**src/rtl/dhc_pkg.sv**
```systemverilog
package dhc_pkg;

    // Configuration register indexes and reset values.
    localparam int CFG_INDEX_W = 8;
    localparam logic [CFG_INDEX_W-1:0] REG_RANGE_NEAR = 8'd0;
    localparam logic [CFG_INDEX_W-1:0] REG_RANGE_FAR  = 8'd1;
    localparam logic [15:0] RANGE_NEAR_RESET = 16'd500;
    localparam logic [15:0] RANGE_FAR_RESET  = 16'd5800;

    // Divider layout: 16 quotient bits, a fixed number of them per stage.
    localparam int FRAC_W         = 16;
    localparam int DIV_BITS_STAGE = 4;
    localparam int DIV_STAGES     = FRAC_W / DIV_BITS_STAGE;

    // Hue sectors of h6 = 4 * (1 - frac).
    localparam logic [2:0] SECTOR_RED_YELLOW  = 3'd0;
    localparam logic [2:0] SECTOR_YELLOW_GRN  = 3'd1;
    localparam logic [2:0] SECTOR_GRN_CYAN    = 3'd2;
    localparam logic [2:0] SECTOR_CYAN_BLUE   = 3'd3;

    // Payload that travels down the divider stages.
    typedef struct packed {
        logic              blank;   // sample was zero: no reading
        logic              empty;   // far <= near: fraction forced to zero
        logic              sat;     // clamped sample at far end: full fraction
        logic [15:0]       dv;      // divisor, far - near
        logic [15:0]       rem;     // partial remainder, below dv
        logic [FRAC_W-1:0] quot;    // quotient bits developed so far
    } dhc_pipe_t;

    // floor(level * 255 / 65536) for a Q1.16 level of at most one.
    function automatic logic [7:0] level_to_byte(input logic [16:0] level);
        logic [24:0] prod;
        prod = {level, 8'd0} - {8'd0, level};
        return prod[23:16];
    endfunction

endpackage

```
**src/rtl/dhc_div_stage.sv**
```systemverilog
module dhc_div_stage
    import dhc_pkg::*;
(
    input  logic      aclk,
    input  logic      aresetn,
    input  logic      advance,
    input  logic      in_valid,
    input  dhc_pipe_t in_data,
    output logic      out_valid,
    output dhc_pipe_t out_data
);

    logic      valid_reg;
    dhc_pipe_t data_reg;
    dhc_pipe_t data_next;
    logic [16:0] shifted [DIV_BITS_STAGE];
    logic [15:0] rem_step [DIV_BITS_STAGE+1];
    logic [DIV_BITS_STAGE-1:0] qbits;

    // Restoring division: one quotient bit per step, DIV_BITS_STAGE steps per stage.
    always_comb begin
        rem_step[0] = in_data.rem;
        for (int k = 0; k < DIV_BITS_STAGE; k++) begin
            shifted[k] = {rem_step[k], 1'b0};
            if (shifted[k] >= {1'b0, in_data.dv}) begin
                rem_step[k+1] = 16'(shifted[k] - {1'b0, in_data.dv});
                qbits[DIV_BITS_STAGE-1-k] = 1'b1;
            end else begin
                rem_step[k+1] = shifted[k][15:0];
                qbits[DIV_BITS_STAGE-1-k] = 1'b0;
            end
        end
        data_next      = in_data;
        data_next.rem  = rem_step[DIV_BITS_STAGE];
        data_next.quot = {in_data.quot[FRAC_W-DIV_BITS_STAGE-1:0], qbits};
    end

    // Valid bit follows the global pipeline advance.
    always_ff @(posedge aclk) begin
        if (!aresetn) begin
            valid_reg <= 1'b0;
        end else if (advance) begin
            valid_reg <= in_valid;
        end
    end

    always_ff @(posedge aclk) begin
        if (advance) begin
            data_reg <= data_next;
        end
    end

    assign out_valid = valid_reg;
    assign out_data  = data_reg;

endmodule

```
**src/rtl/depth_to_hue_colormap_core.sv**
```systemverilog
// Pipeline: range stage, four divider stages of four quotient bits each, color
// output register.
// Throughput: one pixel per cycle; the whole pipeline holds while the output
// register is full and m_tready is low.
// Reset: synchronous, active low; clears all valid bits and loads range_near = 500
// and range_far = 5800. Configuration writes are taken in every cycle.
module depth_to_hue_colormap_core
    import dhc_pkg::*;
(
    input  logic                   aclk,
    input  logic                   aresetn,
    // Depth stream in.
    input  logic                   s_tvalid,
    output logic                   s_tready,
    input  logic [15:0]            s_tdata,    // [15:0] depth_sample
    // Pixel stream out.
    output logic                   m_tvalid,
    input  logic                   m_tready,
    output logic [23:0]            m_tdata,    // [7:0] red, [15:8] green, [23:16] blue
    // Configuration writes.
    input  logic                   cfg_valid,
    output logic                   cfg_ready,
    input  logic [CFG_INDEX_W-1:0] cfg_index,
    input  logic [15:0]            cfg_data
);

    logic [15:0] range_near_reg;
    logic [15:0] range_far_reg;
    logic        advance;

    logic        in_valid_reg;
    dhc_pipe_t   in_data_reg;
    dhc_pipe_t   in_data_next;
    logic [15:0] clamp_hi;
    logic [15:0] clamp_c;

    logic      stage_valid [DIV_STAGES+1];
    dhc_pipe_t stage_data  [DIV_STAGES+1];

    logic              out_valid_reg;
    logic [23:0]       out_data_reg;
    logic [23:0]       out_data_next;
    logic [FRAC_W-1:0] frac;
    logic [16:0]       one_minus;
    logic [18:0]       h6;
    logic [16:0]       lvl_up;
    logic [16:0]       lvl_down;
    logic [16:0]       lvl_r;
    logic [16:0]       lvl_g;
    logic [16:0]       lvl_b;

    localparam logic [16:0] LEVEL_ONE = 17'h10000;

    // The pipeline moves whenever the output register is free or being taken.
    assign advance   = !out_valid_reg || m_tready;
    assign s_tready  = advance;
    assign cfg_ready = 1'b1;

    // Configuration registers; unknown indexes are ignored.
    always_ff @(posedge aclk) begin
        if (!aresetn) begin
            range_near_reg <= RANGE_NEAR_RESET;
            range_far_reg  <= RANGE_FAR_RESET;
        end else if (cfg_valid) begin
            unique case (cfg_index)
                REG_RANGE_NEAR: range_near_reg <= cfg_data;
                REG_RANGE_FAR:  range_far_reg  <= cfg_data;
                default: ;
            endcase
        end
    end

    // Range stage: clamp (far first, then near), form dividend and divisor.
    always_comb begin
        clamp_hi = (s_tdata > range_far_reg) ? range_far_reg : s_tdata;
        clamp_c  = (clamp_hi < range_near_reg) ? range_near_reg : clamp_hi;
        in_data_next.blank = (s_tdata == 16'd0);
        in_data_next.empty = !(range_far_reg > range_near_reg);
        in_data_next.dv    = range_far_reg - range_near_reg;
        in_data_next.sat   = !in_data_next.empty
                             && ((clamp_c - range_near_reg) == in_data_next.dv);
        in_data_next.rem   = (in_data_next.sat || in_data_next.empty)
                             ? 16'd0 : (clamp_c - range_near_reg);
        in_data_next.quot  = '0;
    end

    always_ff @(posedge aclk) begin
        if (!aresetn) begin
            in_valid_reg <= 1'b0;
        end else if (advance) begin
            in_valid_reg <= s_tvalid;
        end
    end

    always_ff @(posedge aclk) begin
        if (advance) begin
            in_data_reg <= in_data_next;
        end
    end

    assign stage_valid[0] = in_valid_reg;
    assign stage_data[0]  = in_data_reg;

    // Divider stages.
    for (genvar i = 0; i < DIV_STAGES; i++) begin : g_div
        dhc_div_stage u_div_stage (
            .aclk      (aclk),
            .aresetn   (aresetn),
            .advance   (advance),
            .in_valid  (stage_valid[i]),
            .in_data   (stage_data[i]),
            .out_valid (stage_valid[i+1]),
            .out_data  (stage_data[i+1])
        );
    end

    // Color stage: fraction to hue sector and levels, levels to bytes.
    always_comb begin
        if (stage_data[DIV_STAGES].empty) begin
            frac = '0;
        end else if (stage_data[DIV_STAGES].sat) begin
            frac = '1;
        end else begin
            frac = stage_data[DIV_STAGES].quot;
        end
        one_minus = LEVEL_ONE - {1'b0, frac};
        h6        = {one_minus, 2'b00};
        lvl_up    = {1'b0, h6[15:0]};
        lvl_down  = LEVEL_ONE - lvl_up;
        case (h6[18:16])
            SECTOR_RED_YELLOW: begin
                lvl_r = LEVEL_ONE; lvl_g = lvl_up;    lvl_b = '0;
            end
            SECTOR_YELLOW_GRN: begin
                lvl_r = lvl_down;  lvl_g = LEVEL_ONE; lvl_b = '0;
            end
            SECTOR_GRN_CYAN: begin
                lvl_r = '0;        lvl_g = LEVEL_ONE; lvl_b = lvl_up;
            end
            SECTOR_CYAN_BLUE: begin
                lvl_r = '0;        lvl_g = lvl_down;  lvl_b = LEVEL_ONE;
            end
            default: begin
                lvl_r = lvl_up;    lvl_g = '0;        lvl_b = LEVEL_ONE;
            end
        endcase
        if (stage_data[DIV_STAGES].blank) begin
            out_data_next = '0;
        end else begin
            out_data_next = {level_to_byte(lvl_b), level_to_byte(lvl_g),
                             level_to_byte(lvl_r)};
        end
    end

    always_ff @(posedge aclk) begin
        if (!aresetn) begin
            out_valid_reg <= 1'b0;
        end else if (advance) begin
            out_valid_reg <= stage_valid[DIV_STAGES];
        end
    end

    always_ff @(posedge aclk) begin
        if (advance) begin
            out_data_reg <= out_data_next;
        end
    end

    assign m_tvalid = out_valid_reg;
    assign m_tdata  = out_data_reg;

    // A waiting result blocks new input transfers.
    a_stall_blocks_input: assert property (@(posedge aclk) disable iff (!aresetn)
        (m_tvalid && !m_tready) |-> !s_tready)
        else $error("input accepted while output stalled");

    // A zero sample leaving the divider becomes a black pixel.
    a_blank_black: assert property (@(posedge aclk) disable iff (!aresetn)
        (advance && stage_valid[DIV_STAGES] && stage_data[DIV_STAGES].blank)
        |=> (m_tdata == 24'd0))
        else $error("no-reading sample did not give black");

    // The partial remainder stays below the divisor in a normal division.
    a_rem_below_dv: assert property (@(posedge aclk) disable iff (!aresetn)
        (stage_valid[DIV_STAGES] && !stage_data[DIV_STAGES].empty)
        |-> (stage_data[DIV_STAGES].rem < stage_data[DIV_STAGES].dv
             || stage_data[DIV_STAGES].sat))
        else $error("divider remainder out of range");

    // Reset leaves no result pending.
    a_reset_clears: assert property (@(posedge aclk)
        !aresetn |=> !m_tvalid)
        else $error("output valid after reset");

endmodule
```
**config.mk**
```make
export PLATFORM = sky130hd
export DESIGN_NAME = depth_to_hue_colormap_core
export DESIGN_NICKNAME = d
export VERILOG_FILES = /design/src/rtl/dhc_pkg.sv /design/src/rtl/dhc_div_stage.sv /design/src/rtl/depth_to_hue_colormap_core.sv
export SDC_FILE = /design/constraint.sdc
export NUM_CORES = 1
export LEC_CHECK = 0
export BUFFER_PORTS_ARGS = -buffer_cell sky130_fd_sc_hd__buf_2
export CAP_MARGIN = 20
export CORE_MARGIN = 4
export CORE_UTILIZATION = 50
export DETAILED_ROUTE_END_ITERATION = 16
export HOLD_SLACK_MARGIN = 0.02
export PLACE_DENSITY = 0.76
export SYNTH_ARGS = -nofsm -noshare
export SYNTH_HDL_FRONTEND = slang
export SYNTH_SLANG_ARGS = --single-unit
```
**constraint.sdc**
```tcl
create_clock -name aclk -period 9.5 [get_ports aclk]
set_clock_uncertainty 0.15 [all_clocks]
set_input_delay 0.475 -clock aclk [delete_from_list [all_inputs] [get_ports aclk]]
set_output_delay 0.475 -clock aclk [all_outputs]
set_load 0.05 [all_outputs]
```
Word level (Yosys, flattened, before mapping)
Cells that the tools add are included.
{ "classes": {"addsub": 22, "mul": 0, "div_mod_pow": 0, "magnitude_cmp": 19, "n_eq_ne": 5, "n_shift": 0, "muxes": 38, "bitwise": 0, "reduce_logical": 13} }
{ "ops": {"columns": ["op", "count"], "rows": [
  ["16-bit two-way mux", 19],
  ["17-bit by 16-bit >= comparator with 1-bit output", 16],
  ["16-bit subtractor", 17],
  ["17-bit case mux with 3 select lines", 2],
  ["24-bit by 17-bit subtractor with 24-bit output", 3],
  ["17-bit case mux with 2 select lines", 1],
  ["17-bit by 16-bit subtractor with 17-bit output, first input constant", 2],
  ["16-bit greater-than comparator", 2],
  ["16-bit == test", 1],
  ["16-bit zero test", 1],
  ["16-bit < comparator", 1],
  ["1-bit two-way mux", 16],
  ["8-bit by 1-bit == test with 1-bit output, second input constant", 1],
  ["8-bit zero test", 1],
  ["3-bit by 2-bit == test with 1-bit output, second input constant", 2],
  ["2-bit OR reduction", 3],
  ["2-bit AND reduction", 2],
  ["3-bit by 1-bit == test with 1-bit output, second input constant", 1],
  ["3-bit zero test", 1],
  ["1-bit zero test", 2],
  ["1-bit logical OR", 2],
  ["1-bit logical AND", 1]
]} }
{ "word_totals": {"regBits": 245, "latch_bits": 0, "ramBits": 0, "romBits": 0, "inputBits": 45, "output_inout_bits": 27, "word_cells": 136, "n_memories": 0} }

Longest topological paths before layout
{ "depth": {"ltp_word": 8, "mapped_depth": 49, "mapped_depth_nobuf": 44} }

Cells and area by module
A second synthesis with hierarchy kept.
{ "unflattened": {"hier_cells": 3281, "hier_area_um2": 30117.6} }
{ "modules_own_cells": {"columns": ["mod", "n_inst", "cells_each", "area_each_um2", "seq_area_each_um2"], "rows": [
  ["dhc_div_stage (g_div[1].u_div_stage ...)", 2, 565, 5383.9, 1551.5],
  ["depth_to_hue_colormap_core", 1, 1028, 8794.7, 2452.4],
  ["dhc_div_stage (g_div[0].u_div_stage)", 1, 559, 5315.1, 1551.5],
  ["dhc_div_stage (g_div[3].u_div_stage)", 1, 564, 5240.0, 1551.5]
]} }

Worst setup path after synthesis
No wires, ideal clock.
{ "synth_timing": {"path_kind": "flip-flop to flip-flop", "startpoint": "register g_div[1].u_div_stage.data_reg (netlist bit g_div[1].u_div_stage.out_data[32])", "endpoint": "register g_div[2].u_div_stage.data_reg (netlist bit g_div[2].u_div_stage.out_data[23]) (data pin)", "setup_time_ns": 0.260, "arrival_time_ns": 9.592, "required_time_ns": 9.090, "path_slack_ns": -0.502, "path_stages_with_launch": 46, "n_path_buf": 5, "synth_period_minus_slack_ns": 10.002, "cell_sequence": "edfxtp_1 > buf_1 > inv_1 > fa_1 > a21o_1 > a21o_1 > a221oi_1 > o21bai_1 > a21oi_1 > xnor2_1 > mux2_2 > ha_1 > a21o_1 > a21oi_1 > nor4b_1 > a21oi_1 > a221oi_1 > o211a_1 > [... 10 more ...] > a21oi_1 > o21ai_0 > nand2_1 > clkbuf_1 > and3_1 > a21o_1 > ha_1 > o21a_1 > o21ai_0 > a21oi_1 > o211ai_1 > a21oi_1 > nor3_1 > o21ai_0 > a21o_1 > a21oi_2 > buf_4 > mux2_2"} }
{ "synth_lines": {"columns": ["item", "line_no", "source"], "rows": [
  ["start: declaration", "dhc_div_stage.sv:14", "dhc_pipe_t data_reg;"],
  ["start signal: assignment", "dhc_div_stage.sv:49", "data_reg <= data_next;"],
  ["end signal: assignment", "dhc_div_stage.sv:49", null],
  ["end: declaration", "dhc_div_stage.sv:14", null]
]} }

==> metrics <==
Yosys warnings 0; Least-Margin Pin Slew 1070 ps; met1 GRT Util 32.0%; register bit total from synthesis 245; register area share after synthesis 26.2%; Multi-input gate area 19,200 um^2; crit path launch type flip-flop; GRT Overall Usage 23.6%; I/O Pins 72; Antenna Violating Nets Remaining 0; worst-case clock buffer depth 3; via count 23.8k; # rows 84; Reg area 6980 um^2; met2 usage 40.1%; Clock Pin Slew Worst Setup and Hold Paths 70 ps; Area contributors post-synth edfxtp_1 23%, ha_1 15%, mux2_2 4.9%; Initial DRT Pass Iterations 6; die area 56,900 um^2; status completed; Achievable Freq 0.110 GHz; initial core utilization 50.6%; Slew HR 28.6%; count leader, synth ha_1; global-route wire length before repair 112,000 um; setup_tns 0 ps; Clock H-tree levels 1; EDFF count, synth 207; Arrival @ worst endpoint 9280 ps; share of post-route cells with drive strength above 1 17.4%; mean number of vias per cell 6.02; Syn Area/Cell 8.75 um^2; max FFs per register 148; Final WS setup 396 ps; Fillers 4,543; Mapped Area 26,600 um^2; total grt overflow 0; Worst-Skew Late Latency 590 ps; Iter 0 DRT Violations 1,676; final period utilization 95.8%; CTS Sinks 245; DP HPWL 55,400 um; Worst EP required 9680 ps; max cap viols 0; Inserted Clock Buffers 30; Slowest cell on crit path or3_1; Final Max Slew Viols 0; vias in the first global route 21.9k; met3 Resource Use GR 2.66%; Placer Congestion 0.947; final wirelength 72,100 um; Hold Path Class input pin to flip-flop; Syn Nets 3,417; Synth top area share 23.4%; Syn Inst Count 3,038; Post-synth top cells 328 x ha_1, 253 x nor2_1, 245 x a21oi_1; Max FO, Critical Path 16; chip width 239 um; ys flop type edfxtp_1; slowest stage delay, CP 460 ps; final setup fails 0; Yosys top cell by area edfxtp_1; nets@finish 3,620; Crit Path Category flip-flop to flip-flop; Top cell by count, worst path a21o_1; CTS tree done; CP endpoint kind flip-flop; GRT busiest layer met2; Die H 239 um; IO buf count 70; # DRC 0; asr flop ratio synth 0%; area grow syn2layout 14.7%; largest net degree at the start of global routing 77; core area 52,600 um^2; flop2flop setup slack 400 ps; initial antenna violation count 0; Wirelength per Cell 18.2 um; final hold violation count 0; Synth cell types 107; root buf cell clkbuf_16; DP Worst Slack -77.7 ps; min Tclk post-route 9100 ps
-- cell usage in the layout (no fill, tap or decap), types with 62 or more instances in the layout --
cell type / instances
o21ai_0: 182
xnor2_1: 149
xor2_1: 91
o21a_1: 62
mux2_2: 114
buf_4: 139
inv_1: 166
edfxtp_1: 207
nand2_1: 201
a21o_1: 107
ha_1: 309
buf_2: 71
nor2b_1: 64
nor2_1: 251
nor3_1: 74
a21oi_1: 224
nand3_1: 62
-- metal layers --
layer  vias to the layer above  wire length, um
li1                      11700                -
met1                     11200            31800
met2                       736            34200
met3                       158             3960
met4                         0             2100
met5                         -                0
-- worst paths after layout --
path | startpoint | end | depth (start not counted)
setup reg to reg | g_div[1].u_div_stage.out_data[38]$_DFFE_PP_ | g_div[2].u_div_stage.out_data[28]$_DFFE_PP_ | 39
setup / recovery | g_div[1].u_div_stage.out_data[38]$_DFFE_PP_ | g_div[2].u_div_stage.out_data[28]$_DFFE_PP_ | 39
hold / removal | aresetn | range_far_reg[7]$_SDFFE_PN1P_ | 2
hold reg to reg | g_div[0].u_div_stage.out_data[0]$_DFFE_PP_ | g_div[1].u_div_stage.out_data[4]$_DFFE_PP_ | 0
-- logic make-up after synthesis --
family,after synthesis,synth area share [%]
AOI/OAI and AO/OA,898,22.1
and+or+nand+nor,894,16.8
adders and majority gates,334,15.9
buffers and inverters,251,3.72
DFF,245,26.2
xor gates and xnor gates,243,8.17
muxes,172,7.10
other,1,0.0141
-- cell type report --
| type | instances | area share (%) |
|---|---|---|
| flip-flops and latches | 245 | 22.9 |
| clock inverters | 25 | 0.784 |
| inverters | 182 | 2.26 |
| repair buffers | 240 | 5.75 |
| well taps | 688 | 2.82 |
| clock buffers | 31 | 2.47 |
| diodes | 1 | 0.00820 |
| multi-input cells | 2542 | 63.0 |
-- per-stage QoR --
step | util (%) | cell area [um^2] | hold WS [ps] | instances
2_1_floorplan | - | 26600 | 250 | 3038
3_3_place_gp | 54.4 | 28600 | 250 | 3856
3_5_place_dp | 54.4 | 28600 | 255 | 3856
4_1_cts | 56.6 | 29700 | 142 | 3930
5_1_grt | 58.0 | 30500 | 190 | 3953
6_report | 58.0 | 30500 | 183 | 3954
-- worst max-delay path: cells and delay by family (launching register included) --
| kind | cells | cell delay [ps] |
|---|---|---|
| buf+inv | 5 | 620 |
| xor+xnor | 1 | 140 |
| fa+ha+maj | 4 | 1120 |
| compound gates | 21 | 4320 |
| mux | 2 | 580 |
| flops | 1 | 420 |
| simple gates | 6 | 1490 |
-- timing repair --
action                                  4_1_cts  5_1_grt
pin swaps                                     2       51
buffers inserted                              1       22
cloned                                        0        1
hold buffers                                 17        0
endpoints found under the setup margin        1       53
hold endpoints to repair                     30        0
resized for setup                             2      148
Power is left out: the tool's default activity adds up to more than one toggle a clock period on the data nets, which glitch-free logic cannot reach.
